--- config.mk ---
export PLATFORM = sky130hd
export DESIGN_NAME = radix_n_updown_digit_counter_flat
export DESIGN_NICKNAME = d
export VERILOG_FILES = /design/src/hdl/rnudc_pkg.sv /design/src/hdl/rnudc_if.sv /design/src/hdl/radix_n_updown_digit_counter.sv /design/src/flat_wrapper.sv
export SDC_FILE = /design/constraint.sdc
export NUM_CORES = 1
export LEC_CHECK = 0
export BUFFER_PORTS_ARGS = -buffer_cell sky130_fd_sc_hd__buf_2
export CAP_MARGIN = 15
export CORE_MARGIN = 5
export CORE_UTILIZATION = 30
export DETAILED_ROUTE_END_ITERATION = 16
export PLACE_DENSITY_LB_ADDON = 0.08
export REMOVE_ABC_BUFFERS = 1
export SLEW_MARGIN = 40
export SYNTH_ARGS = -nofsm -noshare
export SYNTH_HDL_FRONTEND = slang
export SYNTH_SLANG_ARGS = --single-unit
--- constraint.sdc ---
create_clock -name clk -period 7.5 [get_ports clk]
set_clock_uncertainty 0.05 [all_clocks]
set_input_delay 0.375 -clock clk [delete_from_list [all_inputs] [get_ports clk]]
set_output_delay 0.375 -clock clk [all_outputs]
set_load 0.02 [all_outputs]
--- src/hdl/rnudc_pkg.sv ---
// ----------------------------------------------------------------------------
// rnudc_pkg
// Types and constants shared by the programmable radix up/down digit counter,
// its channel interfaces and its checker.
// ----------------------------------------------------------------------------
package rnudc_pkg;

    localparam int DEF_MAX_DIGITS = 8;

    localparam int CMD_W      = 3;
    localparam int VALUE_W    = 32;
    localparam int NIB_W      = 4;
    localparam int RADIX_W    = 5;
    localparam int DIGITS_W   = 4;
    localparam int CFG_IDX_W  = 2;
    localparam int CFG_DATA_W = 8;

    localparam int DIV_BITS   = 4;
    localparam int DIV_CYC    = VALUE_W / DIV_BITS;
    localparam int DIV_CNT_W  = $clog2(DIV_CYC);

    localparam logic [RADIX_W-1:0] RADIX_MIN = RADIX_W'(2);
    localparam logic [RADIX_W-1:0] RADIX_MAX = RADIX_W'(16);

    localparam logic [CFG_IDX_W-1:0] CFG_RADIX  = CFG_IDX_W'(0);
    localparam logic [CFG_IDX_W-1:0] CFG_DIGITS = CFG_IDX_W'(1);

    localparam logic [RADIX_W-1:0]  RADIX_RST  = RADIX_W'(2);
    localparam logic [DIGITS_W-1:0] DIGITS_RST = DIGITS_W'(4);

    typedef enum logic [CMD_W-1:0] {
        CMD_INC  = 3'd0,
        CMD_DEC  = 3'd1,
        CMD_CLR  = 3'd2,
        CMD_MAX  = 3'd3,
        CMD_LOAD = 3'd4
    } cmd_t;

    typedef enum logic [2:0] {
        ST_IDLE,
        ST_WALK,
        ST_DIV,
        ST_LDCHK,
        ST_CONV
    } state_t;

endpackage

--- src/hdl/rnudc_if.sv ---
// ----------------------------------------------------------------------------
// rnudc channel interfaces
// Valid/ready channels for command beats, result beats and register writes.
// ----------------------------------------------------------------------------
interface rnudc_cmd_if;
    logic                                valid;
    logic                                ready;
    logic [rnudc_pkg::CMD_W-1:0]         cmd;
    logic [rnudc_pkg::VALUE_W-1:0]       load_value;

    modport source (output valid, output cmd, output load_value, input ready);
    modport sink   (input valid, input cmd, input load_value, output ready);
endinterface

interface rnudc_res_if;
    logic                                valid;
    logic                                ready;
    logic [rnudc_pkg::VALUE_W-1:0]       count_value;
    logic [rnudc_pkg::VALUE_W-1:0]       digits_packed;
    logic                                overflow;

    modport source (output valid, output count_value, output digits_packed,
                    output overflow, input ready);
    modport sink   (input valid, input count_value, input digits_packed,
                    input overflow, output ready);
endinterface

interface rnudc_cfg_if;
    logic                                valid;
    logic                                ready;
    logic [rnudc_pkg::CFG_IDX_W-1:0]     index;
    logic [rnudc_pkg::CFG_DATA_W-1:0]    data;

    modport source (output valid, output index, output data, input ready);
    modport sink   (input valid, input index, input data, output ready);
endinterface

--- src/hdl/radix_n_updown_digit_counter.sv ---
// ----------------------------------------------------------------------------
// radix_n_updown_digit_counter
// Multi-digit counter in a configurable base with increment, decrement,
// clear, set to maximum and load commands, one result beat per command.
// ----------------------------------------------------------------------------
// One command is worked at a time, one digit after another. After the accepting
// cycle, increment and decrement walk the carry or borrow through up to n
// digits (n is the number of digits in use), load runs a radix-16 restoring
// divider over the 32-bit value for each digit followed by a range check, and
// clear, set maximum and unused codes need no walk. Every command ends with
// Horner accumulation over the n digits through one 32 by 5 bit multiplier
// that forms the binary value. The result sits in an output register, so a
// result waiting to be taken does not keep the next command beat from being
// accepted.
module radix_n_updown_digit_counter #(
    parameter int MAX_DIGITS = rnudc_pkg::DEF_MAX_DIGITS
) (
    input  logic               clk,
    input  logic               rst_n,
    rnudc_cmd_if.sink          item_in,
    rnudc_res_if.source        item_out,
    rnudc_cfg_if.sink          cfg
);

    localparam int IDX_W = (MAX_DIGITS > 1) ? $clog2(MAX_DIGITS) : 1;
    localparam int CNT_W = $clog2(MAX_DIGITS + 1);
    localparam int VW    = rnudc_pkg::VALUE_W;
    localparam int NW    = rnudc_pkg::NIB_W;
    localparam int RW    = rnudc_pkg::RADIX_W;

    rnudc_pkg::state_t state_reg, state_next;

    logic [RW-1:0]                      radix_reg;
    logic [rnudc_pkg::DIGITS_W-1:0]     digits_reg;
    logic [NW-1:0]                      store_reg [MAX_DIGITS];
    logic [NW-1:0]                      store_next [MAX_DIGITS];
    logic [NW-1:0]                      ld_reg [MAX_DIGITS];
    logic [NW-1:0]                      ld_next [MAX_DIGITS];
    logic [IDX_W-1:0]                   idx_reg, idx_next;
    logic                               dec_reg, dec_next;
    logic                               refused_reg, refused_next;
    logic [VW-1:0]                      divd_reg, divd_next;
    logic [RW-1:0]                      rem_reg, rem_next;
    logic [rnudc_pkg::DIV_CNT_W-1:0]    bcnt_reg, bcnt_next;
    logic [VW-1:0]                      acc_reg, acc_next;
    logic                               ovalid_reg, ovalid_next;
    logic [VW-1:0]                      ocount_reg, ocount_next;
    logic [VW-1:0]                      opacked_reg, opacked_next;
    logic                               oflow_reg, oflow_next;

    logic [RW-1:0]      base;
    logic [CNT_W-1:0]   n_eff;
    logic [IDX_W-1:0]   last_idx;
    logic [NW-1:0]      wrap_val;
    logic [NW-1:0]      cur_digit;
    logic               wraps;
    logic               is_last;
    logic               in_acc;
    logic               out_free;
    logic               conv_hold;
    logic               div_digit_done;
    logic [VW+RW-1:0]   prod;
    logic [VW-1:0]      digits_flat;
    logic [VW-1:0]      q_step;
    logic [RW-1:0]      r_step;

    always_comb
    begin
        if (radix_reg < rnudc_pkg::RADIX_MIN)
            base = rnudc_pkg::RADIX_MIN;
        else if (radix_reg > rnudc_pkg::RADIX_MAX)
            base = rnudc_pkg::RADIX_MAX;
        else
            base = radix_reg;

        if (digits_reg == '0)
            n_eff = CNT_W'(1);
        else if (digits_reg > rnudc_pkg::DIGITS_W'(MAX_DIGITS))
            n_eff = CNT_W'(MAX_DIGITS);
        else
            n_eff = CNT_W'(digits_reg);
    end

    assign last_idx  = IDX_W'(n_eff - CNT_W'(1));
    assign is_last   = (idx_reg == last_idx);
    assign wrap_val  = NW'(base - RW'(1));
    assign cur_digit = store_reg[idx_reg];
    assign wraps     = dec_reg ? (cur_digit == '0)
                               : ((RW'(cur_digit) + RW'(1)) >= base);

    assign in_acc    = item_in.valid && item_in.ready;
    assign out_free  = !ovalid_reg || item_out.ready;
    assign conv_hold = (idx_reg == '0) && !out_free;
    assign div_digit_done = (bcnt_reg == rnudc_pkg::DIV_CNT_W'(rnudc_pkg::DIV_CYC - 1));

    assign prod = acc_reg * base;

    always_comb
    begin
        logic [RW-1:0] r;
        logic [VW-1:0] q;
        r = rem_reg;
        q = divd_reg;
        for (int s = 0; s < rnudc_pkg::DIV_BITS; s++)
        begin
            r = {r[RW-2:0], q[VW-1]};
            q = {q[VW-2:0], 1'b0};
            if (r >= base)
            begin
                r    = r - base;
                q[0] = 1'b1;
            end
        end
        q_step = q;
        r_step = r;
    end

    always_comb
    begin
        digits_flat = '0;
        for (int j = 0; j < MAX_DIGITS; j++)
        begin
            if (CNT_W'(j) < n_eff)
                digits_flat[j*NW +: NW] = store_reg[j];
        end
    end

    assign item_in.ready  = (state_reg == rnudc_pkg::ST_IDLE);
    assign cfg.ready      = 1'b1;

    assign item_out.valid         = ovalid_reg;
    assign item_out.count_value   = ocount_reg;
    assign item_out.digits_packed = opacked_reg;
    assign item_out.overflow      = oflow_reg;

    always_comb
    begin
        state_next = state_reg;
        unique case (state_reg)
            rnudc_pkg::ST_IDLE:
            begin
                if (in_acc)
                begin
                    case (item_in.cmd) inside
                        rnudc_pkg::CMD_INC, rnudc_pkg::CMD_DEC:
                            state_next = rnudc_pkg::ST_WALK;
                        rnudc_pkg::CMD_LOAD:
                            state_next = rnudc_pkg::ST_DIV;
                        default:
                            state_next = rnudc_pkg::ST_CONV;
                    endcase
                end
            end
            rnudc_pkg::ST_WALK:
            begin
                if (!wraps || is_last)
                    state_next = rnudc_pkg::ST_CONV;
            end
            rnudc_pkg::ST_DIV:
            begin
                if (div_digit_done && is_last)
                    state_next = rnudc_pkg::ST_LDCHK;
            end
            rnudc_pkg::ST_LDCHK:
                state_next = rnudc_pkg::ST_CONV;
            rnudc_pkg::ST_CONV:
            begin
                if ((idx_reg == '0) && out_free)
                    state_next = rnudc_pkg::ST_IDLE;
            end
            default:
                state_next = rnudc_pkg::ST_IDLE;
        endcase
    end

    always_comb
    begin
        store_next   = store_reg;
        ld_next      = ld_reg;
        idx_next     = idx_reg;
        dec_next     = dec_reg;
        refused_next = refused_reg;
        divd_next    = divd_reg;
        rem_next     = rem_reg;
        bcnt_next    = bcnt_reg;
        acc_next     = acc_reg;
        ocount_next  = ocount_reg;
        opacked_next = opacked_reg;
        oflow_next   = oflow_reg;
        ovalid_next  = ovalid_reg && !item_out.ready;

        unique case (state_reg)
            rnudc_pkg::ST_IDLE:
            begin
                if (in_acc)
                begin
                    refused_next = 1'b0;
                    dec_next     = (item_in.cmd == rnudc_pkg::CMD_DEC);
                    idx_next     = last_idx;
                    acc_next     = '0;
                    divd_next    = item_in.load_value;
                    rem_next     = '0;
                    bcnt_next    = '0;
                    case (item_in.cmd) inside
                        rnudc_pkg::CMD_INC, rnudc_pkg::CMD_DEC, rnudc_pkg::CMD_LOAD:
                            idx_next = '0;
                        rnudc_pkg::CMD_CLR:
                        begin
                            for (int j = 0; j < MAX_DIGITS; j++)
                            begin
                                if (CNT_W'(j) < n_eff)
                                    store_next[j] = '0;
                            end
                        end
                        rnudc_pkg::CMD_MAX:
                        begin
                            for (int j = 0; j < MAX_DIGITS; j++)
                            begin
                                if (CNT_W'(j) < n_eff)
                                    store_next[j] = wrap_val;
                            end
                        end
                        default:
                        begin
                        end
                    endcase
                end
            end
            rnudc_pkg::ST_WALK:
            begin
                if (!wraps)
                begin
                    for (int j = 0; j < MAX_DIGITS; j++)
                    begin
                        if (IDX_W'(j) < idx_reg)
                            store_next[j] = dec_reg ? wrap_val : '0;
                    end
                    store_next[idx_reg] = dec_reg ? (cur_digit - NW'(1))
                                                  : (cur_digit + NW'(1));
                    idx_next = last_idx;
                    acc_next = '0;
                end
                else if (is_last)
                begin
                    refused_next = 1'b1;
                    idx_next     = last_idx;
                    acc_next     = '0;
                end
                else
                begin
                    idx_next = idx_reg + IDX_W'(1);
                end
            end
            rnudc_pkg::ST_DIV:
            begin
                divd_next = q_step;
                if (div_digit_done)
                begin
                    ld_next[idx_reg] = r_step[NW-1:0];
                    rem_next         = '0;
                    bcnt_next        = '0;
                    if (!is_last)
                        idx_next = idx_reg + IDX_W'(1);
                end
                else
                begin
                    rem_next  = r_step;
                    bcnt_next = bcnt_reg + rnudc_pkg::DIV_CNT_W'(1);
                end
            end
            rnudc_pkg::ST_LDCHK:
            begin
                if (divd_reg == '0)
                begin
                    for (int j = 0; j < MAX_DIGITS; j++)
                    begin
                        if (CNT_W'(j) < n_eff)
                            store_next[j] = ld_reg[j];
                    end
                end
                else
                begin
                    refused_next = 1'b1;
                end
                idx_next = last_idx;
                acc_next = '0;
            end
            rnudc_pkg::ST_CONV:
            begin
                if (!conv_hold)
                begin
                    acc_next = prod[VW-1:0] + VW'(cur_digit);
                    if (idx_reg == '0)
                    begin
                        ovalid_next  = 1'b1;
                        ocount_next  = prod[VW-1:0] + VW'(cur_digit);
                        opacked_next = digits_flat;
                        oflow_next   = refused_reg;
                    end
                    else
                    begin
                        idx_next = idx_reg - IDX_W'(1);
                    end
                end
            end
            default:
            begin
            end
        endcase
    end

    always_ff @(posedge clk or negedge rst_n)
    begin
        if (!rst_n)
        begin
            state_reg  <= rnudc_pkg::ST_IDLE;
            radix_reg  <= rnudc_pkg::RADIX_RST;
            digits_reg <= rnudc_pkg::DIGITS_RST;
            ovalid_reg <= 1'b0;
            for (int j = 0; j < MAX_DIGITS; j++)
                store_reg[j] <= '0;
        end
        else
        begin
            state_reg  <= state_next;
            ovalid_reg <= ovalid_next;
            store_reg  <= store_next;
            if (cfg.valid && cfg.ready)
            begin
                unique case (cfg.index)
                    rnudc_pkg::CFG_RADIX:
                        radix_reg <= cfg.data[RW-1:0];
                    rnudc_pkg::CFG_DIGITS:
                        digits_reg <= cfg.data[rnudc_pkg::DIGITS_W-1:0];
                    default:
                    begin
                    end
                endcase
            end
        end
    end

    always_ff @(posedge clk)
    begin
        ld_reg      <= ld_next;
        idx_reg     <= idx_next;
        dec_reg     <= dec_next;
        refused_reg <= refused_next;
        divd_reg    <= divd_next;
        rem_reg     <= rem_next;
        bcnt_reg    <= bcnt_next;
        acc_reg     <= acc_next;
        ocount_reg  <= ocount_next;
        opacked_reg <= opacked_next;
        oflow_reg   <= oflow_next;
    end

endmodule

--- src/flat_wrapper.sv ---
// flat-port wrapper written by rule: the top's interface ports become plain ports
module radix_n_updown_digit_counter_flat 
#(
    parameter int MAX_DIGITS = rnudc_pkg::DEF_MAX_DIGITS
)
  (clk, rst_n, item_in_valid, item_in_cmd, item_in_load_value, item_in_ready, item_out_valid, item_out_count_value, item_out_digits_packed, item_out_overflow, item_out_ready, cfg_valid, cfg_index, cfg_data, cfg_ready);
  rnudc_cmd_if item_in_i ();
  rnudc_res_if item_out_i ();
  rnudc_cfg_if cfg_i ();
  input  logic clk;
  input  logic rst_n;
  input wire logic [$bits(item_in_i.valid)-1:0] item_in_valid;
  input wire logic [$bits(item_in_i.cmd)-1:0] item_in_cmd;
  input wire logic [$bits(item_in_i.load_value)-1:0] item_in_load_value;
  output wire logic [$bits(item_in_i.ready)-1:0] item_in_ready;
  output wire logic [$bits(item_out_i.valid)-1:0] item_out_valid;
  output wire logic [$bits(item_out_i.count_value)-1:0] item_out_count_value;
  output wire logic [$bits(item_out_i.digits_packed)-1:0] item_out_digits_packed;
  output wire logic [$bits(item_out_i.overflow)-1:0] item_out_overflow;
  input wire logic [$bits(item_out_i.ready)-1:0] item_out_ready;
  input wire logic [$bits(cfg_i.valid)-1:0] cfg_valid;
  input wire logic [$bits(cfg_i.index)-1:0] cfg_index;
  input wire logic [$bits(cfg_i.data)-1:0] cfg_data;
  output wire logic [$bits(cfg_i.ready)-1:0] cfg_ready;
  assign item_in_i.valid = item_in_valid;
  assign item_in_i.cmd = item_in_cmd;
  assign item_in_i.load_value = item_in_load_value;
  assign item_in_ready = item_in_i.ready;
  assign item_out_valid = item_out_i.valid;
  assign item_out_count_value = item_out_i.count_value;
  assign item_out_digits_packed = item_out_i.digits_packed;
  assign item_out_overflow = item_out_i.overflow;
  assign item_out_i.ready = item_out_ready;
  assign cfg_i.valid = cfg_valid;
  assign cfg_i.index = cfg_index;
  assign cfg_i.data = cfg_data;
  assign cfg_ready = cfg_i.ready;
  radix_n_updown_digit_counter #(.MAX_DIGITS(MAX_DIGITS)) u_core (.clk(clk), .rst_n(rst_n), .item_in(item_in_i), .item_out(item_out_i), .cfg(cfg_i));
endmodule
Yosys cells after proc, flatten, opt, wreduce, memory -nomap -nowiden --
Index checks and enable logic that the tools add are counted.
Word-level totals: flip-flop bits (word level) 218, input port bits 50, logic and storage cells 286
Cells by class: add/sub/neg operators 13, $mul 1, $lt $le $gt $ge 26, eq/ne operators 50, mux-type cells 114, bitwise gates (word level) 2, reduce and logical (&&, ||, !) cells 43
Operators by type and width (number):
- $mux W32 | 11
- $mux W4 | 61
- $pmux W32 S4 | 1
- $pmux W32 S3 | 1
- $bwmux W32 | 2
- $pmux W32 S2 | 1
- $reduce_and A9 Y1 | 7
- $mux W3 | 16
- $ne A3 B3 Y1 const B | 16
- $add A32 B4 Y32 | 1
- $logic_not A32 Y1 | 1
- $mul A32 B5 Y32 | 1
- $ne A2 B1 Y1 const B | 15
- $pmux W3 S5 | 2
- $ge A5 B5 Y1 | 5
- $lt A3 B4 Y1 const A | 4
- $ne A2 B2 Y1 const B | 8
- $sub A4 B4 Y4 | 4
- $bmux W4 S3 | 1
- $demux W4 S3 | 1
- $eq A3 B2 Y1 const B | 4
- $lt A3 B3 Y1 const A | 4
- $mux W1 | 12
- $mux W5 | 2
- 41 further kinds | 68

Longest topological paths before layout --
Gate-level depths: netlist of run 1.
depth in word-level cells 13, mapped depth 33, depth with buffers taken out 31

Least setup slack after synthesis of run 1 --
OpenSTA, ideal clock, no wires.
path type flip-flop to flip-flop, start point reg u_core.radix_reg[4], end point reg u_core.rem_reg[1], data pin, setup time 0.133 ns, arrival 7.271 ns, slack 0.046 ns, cell stages (with the launch flop) 34, path buffers 3, period minus slack after synthesis 7.454 ns, cells stage by stage dfrtp_1 > inv_1 > o311a_1 > clkbuf_1 > clkbuf_1 > ha_1 > nand2b_1 > a21o_1 > a21oi_1 > nor2_1 > a311oi_1 > inv_1 > ha_1 > a21o_1 > a21o_1 > a21o_1 > a21oi_1 > mux2i_1 > ha_1 > a21o_1 > a21o_1 > a21o_1 > a21o_1 > clkbuf_1 > mux2_2 > inv_1 > ha_1 > a21o_1 > a21o_1 > a21o_1 > a21o_1 > inv_1 > mux2i_1 > and2_1
Between the ends: longest elaborated chain between the ends 13, elaborated cells on any way between the ends 18
Ends and longest elaborated chain:
- start: declaration | line radix_n_updown_digit_counter.sv:33 | logic [RW-1:0] radix_reg;
- start signal: assignment | line radix_n_updown_digit_counter.sv:317 | radix_reg <= rnudc_pkg::RADIX_RST;
- start signal: assignment | line radix_n_updown_digit_counter.sv:332 | radix_reg <= cfg.data[RW-1:0];
- $gt A5 B5 Y1 | line radix_n_updown_digit_counter.sv:71 | else if (radix_reg > rnudc_pkg::RADIX_MAX)
- $mux W5 | line radix_n_updown_digit_counter.sv:71
- $mux W5 * | line radix_n_updown_digit_counter.sv:69 | if (radix_reg < rnudc_pkg::RADIX_MIN)
- $sub A4 B4 Y4 / $ge A5 B5 Y1 (equally long branches) | line radix_n_updown_digit_counter.sv:110, radix_n_updown_digit_counter.sv:108
- $mux W4 | line radix_n_updown_digit_counter.sv:108 | if (r >= base)
- $sub A4 B4 Y4 / $ge A5 B5 Y1 (equally long branches) | line radix_n_updown_digit_counter.sv:110, radix_n_updown_digit_counter.sv:108
- $mux W4 | line radix_n_updown_digit_counter.sv:108
- $ge A5 B5 Y1 / $sub A4 B4 Y4 (equally long branches) | line radix_n_updown_digit_counter.sv:108, radix_n_updown_digit_counter.sv:110
- $mux W4 | line radix_n_updown_digit_counter.sv:108
- $sub A4 B4 Y4 / $ge A5 B5 Y1 (equally long branches) | line radix_n_updown_digit_counter.sv:110, radix_n_updown_digit_counter.sv:108
- $mux W4 * | line radix_n_updown_digit_counter.sv:108
- via u_core.r_step[1] | line radix_n_updown_digit_counter.sv:65 | logic [RW-1:0] r_step;
- $mux W4 * | line radix_n_updown_digit_counter.sv:257 | if (div_digit_done)
- $pmux W4 S2 * | line radix_n_updown_digit_counter.sv:192 | unique case (state_reg)
- end signal: assignment | line radix_n_updown_digit_counter.sv:350 | rem_reg <= rem_next;
- end: declaration | line radix_n_updown_digit_counter.sv:43 | logic [RW-1:0] rem_reg, rem_next;
Mark *: on every way through the listed nets, which the timed path passes. The rest lies on a longest branch. A chain may end at the register's enable or synchronous reset.

Worst setup path in the final report of run 1 --
start point reg u_core.radix_reg[2], end point reg u_core.ld_reg[23] (netlist name), data pin
Between the ends: longest elaborated chain between the ends 12, elaborated cells on any way between the ends 17
Ends and longest elaborated chain:
- $gt A5 B5 Y1 | line radix_n_updown_digit_counter.sv:71
- $mux W5 | line radix_n_updown_digit_counter.sv:71
- $mux W5 * | line radix_n_updown_digit_counter.sv:69
- $sub A4 B4 Y4 / $ge A5 B5 Y1 (equally long branches) | line radix_n_updown_digit_counter.sv:110, radix_n_updown_digit_counter.sv:108
- $mux W4 | line radix_n_updown_digit_counter.sv:108
- $sub A4 B4 Y4 / $ge A5 B5 Y1 (equally long branches) | line radix_n_updown_digit_counter.sv:110, radix_n_updown_digit_counter.sv:108
- $mux W4 | line radix_n_updown_digit_counter.sv:108
- $sub A4 B4 Y4 / $ge A5 B5 Y1 (equally long branches) | line radix_n_updown_digit_counter.sv:110, radix_n_updown_digit_counter.sv:108
- $mux W4 | line radix_n_updown_digit_counter.sv:108
- $sub A4 B4 Y4 / $ge A5 B5 Y1 (equally long branches) | line radix_n_updown_digit_counter.sv:110, radix_n_updown_digit_counter.sv:108
- $mux W4 * | line radix_n_updown_digit_counter.sv:108
- via u_core.r_step[3] | line radix_n_updown_digit_counter.sv:65
- $bwmux W32 * | line radix_n_updown_digit_counter.sv:259 | ld_next[idx_reg] = r_step[NW-1:0];
- end signal: assignment | line radix_n_updown_digit_counter.sv:345 | ld_reg <= ld_next;
- end: declaration | line radix_n_updown_digit_counter.sv:37 | logic [NW-1:0] ld_reg [MAX_DIGITS];
Marked as above.

==> results of run 1 <==
final cells by class:
cell class                 count  share of cell area, %
clock buffer                  31                  4.024
sequential                   218                  34.24
timing repair buffer         159                  5.298
multi-input combinational   1129                  48.27
antenna                        1                0.01355
clock inverter                21                  1.321
tap                          688                  4.661
inverter                     107                  2.175
critical path, delay by kind of cell (launching register included):
kind / cells / cell delay (ns)
buf+inv: 4 / 0.51
flops: 1 / 0.44
compound gates: 17 / 3.53
simple gates: 3 / 0.51
fa+ha+maj: 4 / 1.19
mux: 2 / 0.56
worst paths after layout:
check / endpoint / depth (start not counted)
worst max-delay path: u_core.ld_reg[23]$_DFFE_PP_ / 30
worst min-delay path: u_core.divd_reg[3]$_DFFE_PP_ / 3
worst max register to register: u_core.ld_reg[23]$_DFFE_PP_ / 30
worst min register to register: u_core.item_out.overflow$_DFFE_PP_ / 0
max in group asynchronous: u_core.item_out.valid$_DFF_PN0_ / 3
min in group asynchronous: u_core.digits_reg[3]$_DFFE_PN0P_ / 3
metrics by stage:
step           instances  util [%]
2_1_floorplan       1454         -
3_3_place_gp        2282     32.94
3_5_place_dp        2283     33.03
4_1_cts             2351     35.22
5_1_grt             2353     35.28
6_report            2354     35.28
cell usage in the layout (no fill, tap or decap), types with 5 or more instances in the layout:
cell / netlist / final
a21oi_2: 4 / 7
buf_2: 0 / 113
a221o_1: 10 / 10
a21o_1: 34 / 34
clkinv_2: 0 / 9
clkbuf_16: 0 / 29
inv_1: 104 / 104
nand4_1: 6 / 6
o21ai_0: 59 / 59
nand2_1: 244 / 243
nor2b_1: 38 / 35
ha_1: 100 / 100
nor2_1: 74 / 71
nand2b_1: 17 / 17
xnor2_1: 38 / 38
bufinv_16: 0 / 5
o21bai_1: 8 / 8
a31oi_1: 5 / 5
mux4_2: 6 / 6
and3_1: 7 / 7
nor3_1: 13 / 10
nand3_1: 13 / 13
o211ai_1: 6 / 6
mux2_1: 5 / 5
mux2i_1: 25 / 25
and2_1: 102 / 102
nor4_1: 8 / 8
edfxtp_1: 173 / 173
o21a_1: 10 / 9
buf_4: 1 / 26
a21oi_1: 76 / 73
xor2_1: 14 / 14
fa_1: 91 / 91
a211oi_1: 10 / 10
dlygate4sd3_1: 0 / 16
mux2_4: 12 / 12
dfrtp_1: 43 / 43
o22ai_1: 5 / 5
mux2_2: 26 / 26
logic make-up after synthesis:
group,after synthesis
AO/OA/AOI/OAI,271
buffers and inverters,163
adder cells (fa/ha/maj),191
other,1
AND/OR/NAND/NOR,537
flip-flops,218
multiplexers,76
XOR/XNOR,53
metal layers:
| metal | part of all wire [%] | up-vias | global-route usage [%] |
|---|---|---|---|
| met2 | 47 | 231 | 27.35 |
| met4 | 1.3 | 0 | 2.767 |
| met3 | 4.8 | 40 | 2.418 |
| met1 | 47 | 5692 | 22.69 |
| li1 | - | 5507 | - |
| met5 | 0 | - | 0 |
timing repair:
| action | 4_1_cts | 5_1_grt |
|---|---|---|
| endpoints found under the hold margin | 58 | 0 |
| hold buffers | 16 | 0 |
| endpoints found under the setup margin | 0 | 17 |
| gates resized for setup | 0 | 2 |
==> results.py, run 1 <==
metrics = {
    "grt": {
        "grt_pass1_wl_um": 72930,
        "grt_max_degree": 46,
        "grtUsageTotal_pct": 16.26,
        "grt_pass1_vias": 12100,
        "grt_overflow": 0,
        "antenna_found_initial": 1,
    },
    "sta": {
        "finalHoldViolations": 0,
        "fin_crit_ns": 7.012,
        "fmax_mhz": 142.6,
        "slew_headroom_pct": 40.58,
        "worstMarginPinSlew_ns": 0.8837,
        "min_period_over_period_pct": 93.49,
        "setup_ws_ns": 0.4882,
        "finalSetupViolCount": 0,
        "hold_ws_ns": 0.03441,
        "rsz0062_at_grt": "false",
        "slew_violations": 0,
        "tns_ns": 0,
    },
    "worst_hold_path": {
        "hp-start": "item_in_load_value[3]",
        "hp-class": "in -> reg",
    },
    "clock_tree": {
        "cts_setup_buffers": 0,
        "cts_tree": "yes",
        "clock_path_buffers": 3,
        "clk_latency_ns": 0.57,
        "clockRootBuffer": "clkbuf_16",
        "cts_sinks": 218,
        "h-tree-depth": 1,
        "cts.clk_slew.worst_paths_ns": 0.06,
        "cts_inserted_buffers": 28,
    },
    "place": {
        "place_area_mm2": 0.01729,
        "pre_cts_ws_ns": 0.2841,
        "gp_congestion": 0.8590,
        "port_buffers": 113,
        "hpwl_um": 34910,
    },
    "synthesis": {
        "avgSynthCellArea_um2": 10.47,
        "synthSimpleGateAreaFrac_pct": 16.14,
        "synth_edf_count": 173,
        "ys_types": 76,
        "synth_seq_cells": 218,
        "yosys.area.top_type": "edfxtp_1",
        "ys_top_cells_by_count": "nand2_1 (244), edfxtp_1 (173), inv_1 (104)",
        "synthTopCellsByArea": "edfxtp_1 (33%), fa_1 (12%), ha_1 (7.9%)",
        "synth-compound-area-share_pct": 11.33,
        "synthAdderAreaFrac_pct": 19.45,
        "synth-main-ff-cell": "edfxtp_1",
        "synthCells": 1510,
        "yosys_warnings": 0,
        "ys_seq_area_share_pct": 40.02,
        "ys_async_sr_fraction_pct": 20.64,
        "synth-xor-area-share_pct": 2.985,
        "synth_most_common_cell": "nand2_1",
        "netlist.area_leader.share_pct": 32.87,
        "synth_top_family_by_area": "adder cells",
        "synth.mux.area_fraction_pct": 6.073,
        "syn_area_mm2": 0.01580,
    },
    "drt": {
        "drt_wl_total_um": 46570,
        "drtIter0Drc": 674,
        "via_per_inst": 4.873,
        "dr.pass1.iters": 6,
        "wire_per_inst_um": 19.78,
        "postRouteAntennaNets": 0,
        "drc_errors": 0,
        "via_count": 11470,
    },
    "die": {
        "start_util_pct": 30.19,
        "die_w_um": 239.5,
        "ios": 118,
        "row_count": 84,
        "die-area_mm2": 0.05737,
        "die_h_um": 239.5,
        "core_mm2": 0.05234,
    },
    "final_layout": {
        "drive_gt1_share_pct": 16.58,
        "regArea_mm2": 0.006324,
        "final_nets": 1884,
        "area_delta_synth_final_pct": 16.86,
        "fillers": 5360,
        "final_area_mm2": 0.01847,
        "multi_input_area_mm2": 0.008914,
    },
    "job": {
        "drv_cap": 0,
    },
    "setup_path": {
        "reg2reg_slack_ns": 0.49,
        "critPathCaptureType": "register",
        "timing.rr.start": "u_core.radix_reg[2]$_DFFE_PN0P_",
        "crit_fanout": 8,
        "crit_path_start": "u_core.radix_reg[2]$_DFFE_PN0P_",
        "critical_path_arrival_ns": 7.31,
        "critical_path_required_ns": 7.80,
        "cp_common_cell": "a21o_1",
        "max_stage_delay_ns": 0.46,
        "setup.worst_path.class": "reg -> reg",
        "crit_slowest_cell": "o311a_1",
        "crit_path_start_kind": "register",
    },
    "status": {
        "status": "complete, no violations",
    },
}
Power of run 1 is left out: the tool's default activity adds up to more than one toggle a clock period on the data nets, which glitch-free logic cannot reach.
==> run 2: changes to the inputs <==
CORE_UTILIZATION = 56   (was 30)
RECOVER_POWER = 100   (was not set)
==> results.py, run 2 (synthesized netlist as in run 1, its figures left out) <==
metrics = {
    "final_layout": {
        "multi_input_area_mm2": 0.008772,
        "drive_gt1_share_pct": 9.407,
        "regArea_mm2": 0.006324,
        "antenna_cells": 0,
        "final_common_cell": "nand2_1",
        "area_delta_synth_final_pct": 10.36,
        "finalNonFillerCells": 2015,
        "fin_util_pct": 62.60,
        "final_nets": 1859,
        "layout_common_cells": "nand2_1 (245), edfxtp_1 (173), inv_1 (105)",
        "fillers": 2372,
    },
    "status": {
        "status": "complete, but fails checks",
        "violations": "capacitance limit, slew limit",
    },
    "place": {
        "place_inst": 1968,
        "port_buffers": 113,
        "gp_congestion": 0.9431,
        "hpwl_um": 29200,
    },
    "sta": {
        "rsz0062_at_grt": "true",
        "slew_violations": 228,
        "finalHoldViolations": 0,
        "fmax_mhz": 141.4,
        "slew_headroom_pct": -79.82,
        "worstMarginPinSlew_ns": 2.697,
        "min_period_over_period_pct": 94.31,
        "finalSetupViolCount": 0,
        "fin_crit_ns": 7.073,
        "hold_ws_ns": 0.04617,
    },
    "setup_path": {
        "timing.rr.start": "u_core.radix_reg[2]$_DFFE_PN0P_",
        "critical_path_required_ns": 7.75,
        "max_stage_delay_ns": 0.44,
        "crit_fanout": 9,
        "critical_path_arrival_ns": 7.32,
        "reg2reg_slack_ns": 0.43,
        "r2r-end": "u_core.rem_reg[1]$_SDFFCE_PN0P_",
        "crit_slowest_cell": "dfrtp_1",
        "cp_common_cell": "a21o_1",
        "crit_path_start_kind": "register",
        "r2r_cells": 29,
        "setup.worst_path.class": "reg -> reg",
        "critPathCaptureType": "register",
    },
    "worst_hold_path": {
        "hp-class": "in -> reg",
        "whs_endpoint": "u_core.divd_reg[24]$_DFFE_PP_",
        "hp-start": "item_in_load_value[24]",
        "min_path_cells": 3,
    },
    "grt": {
        "grt_overflow": 0,
        "grtUsageTotal_pct": 25.43,
        "grt_max_degree": 50,
        "top_usage_layer": "met2",
        "grt_pass1_vias": 11900,
        "grtUsageMet2_pct": 43.19,
        "antenna_found_initial": 1,
        "grt_pass1_wl_um": 63680,
        "grt_use_met1_pct": 34.56,
        "grt_use_met3_pct": 2.734,
    },
    "clock_tree": {
        "cts_sinks": 218,
        "clockRootBuffer": "clkbuf_16",
        "cts.clk_slew.worst_paths_ns": 0.06,
        "h-tree-depth": 1,
        "cts_setup_buffers": 0,
        "cts_inserted_buffers": 25,
        "cts_tree": "yes",
        "clk_latency_ns": 0.54,
        "clock_path_buffers": 3,
    },
    "die": {
        "die_h_um": 178.0,
        "die_w_um": 178.0,
        "row_count": 61,
        "core_mm2": 0.02786,
        "die-area_mm2": 0.03168,
        "start_util_pct": 56.73,
        "ios": 118,
    },
    "drt": {
        "drt_wl_total_um": 39700,
        "dr.pass1.iters": 5,
        "wire_per_inst_um": 19.70,
        "via_count": 11690,
        "drc_errors": 0,
        "postRouteAntennaNets": 0,
        "drtIter0Drc": 945,
        "via_per_inst": 5.800,
    },
    "job": {
        "drv_cap": 6,
    },
}
-- run 2: cell count changes in the layout (fill, tap and decap cells not counted), sizes merged --
cell         previous run  this run
clkbuf                 31       116
buf                   143        60
dlygate4sd3            16         1
clkinv                 13         4
bufinv                  5         0
clkinvlp                2         1
diode                   1         0
-- run 2: metrics by stage --
step | setup WS [ns] | TNS [ns] | area (um2)
5_1_grt | -0.04874 | -0.04874 | 17440
3_3_place_gp | 0.4378 | 0 | 16810
2_1_floorplan | -0.5012 | -11.47 | 15570
4_1_cts | 0.2555 | 0 | 17680
6_report | 0.4270 | 0 | 17440
3_5_place_dp | 0.2796 | 0 | 16830
-- run 2: final cells by class --
class / instances / area share [%]
clock inverters: 6 / 0.2152
multi-input cells: 1129 / 50.30
well taps: 378 / 2.712
clock buffers: 40 / 4.556
flip-flops and latches: 218 / 36.26
repair buffers: 137 / 3.652
inverters: 107 / 2.303
-- run 2: worst max-delay path by stage --
stage	from	endpoint	slack (ns)	depth (start not counted)
floorplan	u_core.radix_reg[4]$_DFFE_PN0P_	u_core.rem_reg[1]$_SDFFCE_PN0P_	-0.50	29
global placement	u_core.radix_reg[2]$_DFFE_PN0P_	u_core.ld_reg[10]$_DFFE_PP_	0.44	29
detailed placement	u_core.radix_reg[2]$_DFFE_PN0P_	u_core.ld_reg[10]$_DFFE_PP_	0.28	29
CTS	u_core.radix_reg[2]$_DFFE_PN0P_	u_core.ld_reg[14]$_DFFE_PP_	0.26	29
global route	u_core.radix_reg[2]$_DFFE_PN0P_	u_core.rem_reg[1]$_SDFFCE_PN0P_	-0.05	29
finish	u_core.radix_reg[2]$_DFFE_PN0P_	u_core.rem_reg[1]$_SDFFCE_PN0P_	0.43	29
-- run 2: worst max-delay path, delay by kind of cell (launching register included) --
family / cells / cell delay [ns]
muxes: 3 / 0.90
and+or+nand+nor: 3 / 0.36
buffers and inverters: 4 / 0.55
adders and majority gates: 4 / 1.27
DFF: 1 / 0.44
AOI/OAI and AO/OA: 15 / 3.25
-- run 2: layer usage --
layer | share of wire (%) | wire, um
met3 | 5.7 | 2260
met4 | 3.6 | 1414
met5 | 0.018 | 7
met2 | 48 | 19240
met1 | 42 | 16780
-- run 2: timing repair --
action	in CTS	in global routing
hold buffers	1	0
gates resized for setup	0	1
setup endpoints to repair	0	8
hold endpoints to repair	43	0
Power of run 2 is left out for the same reason.
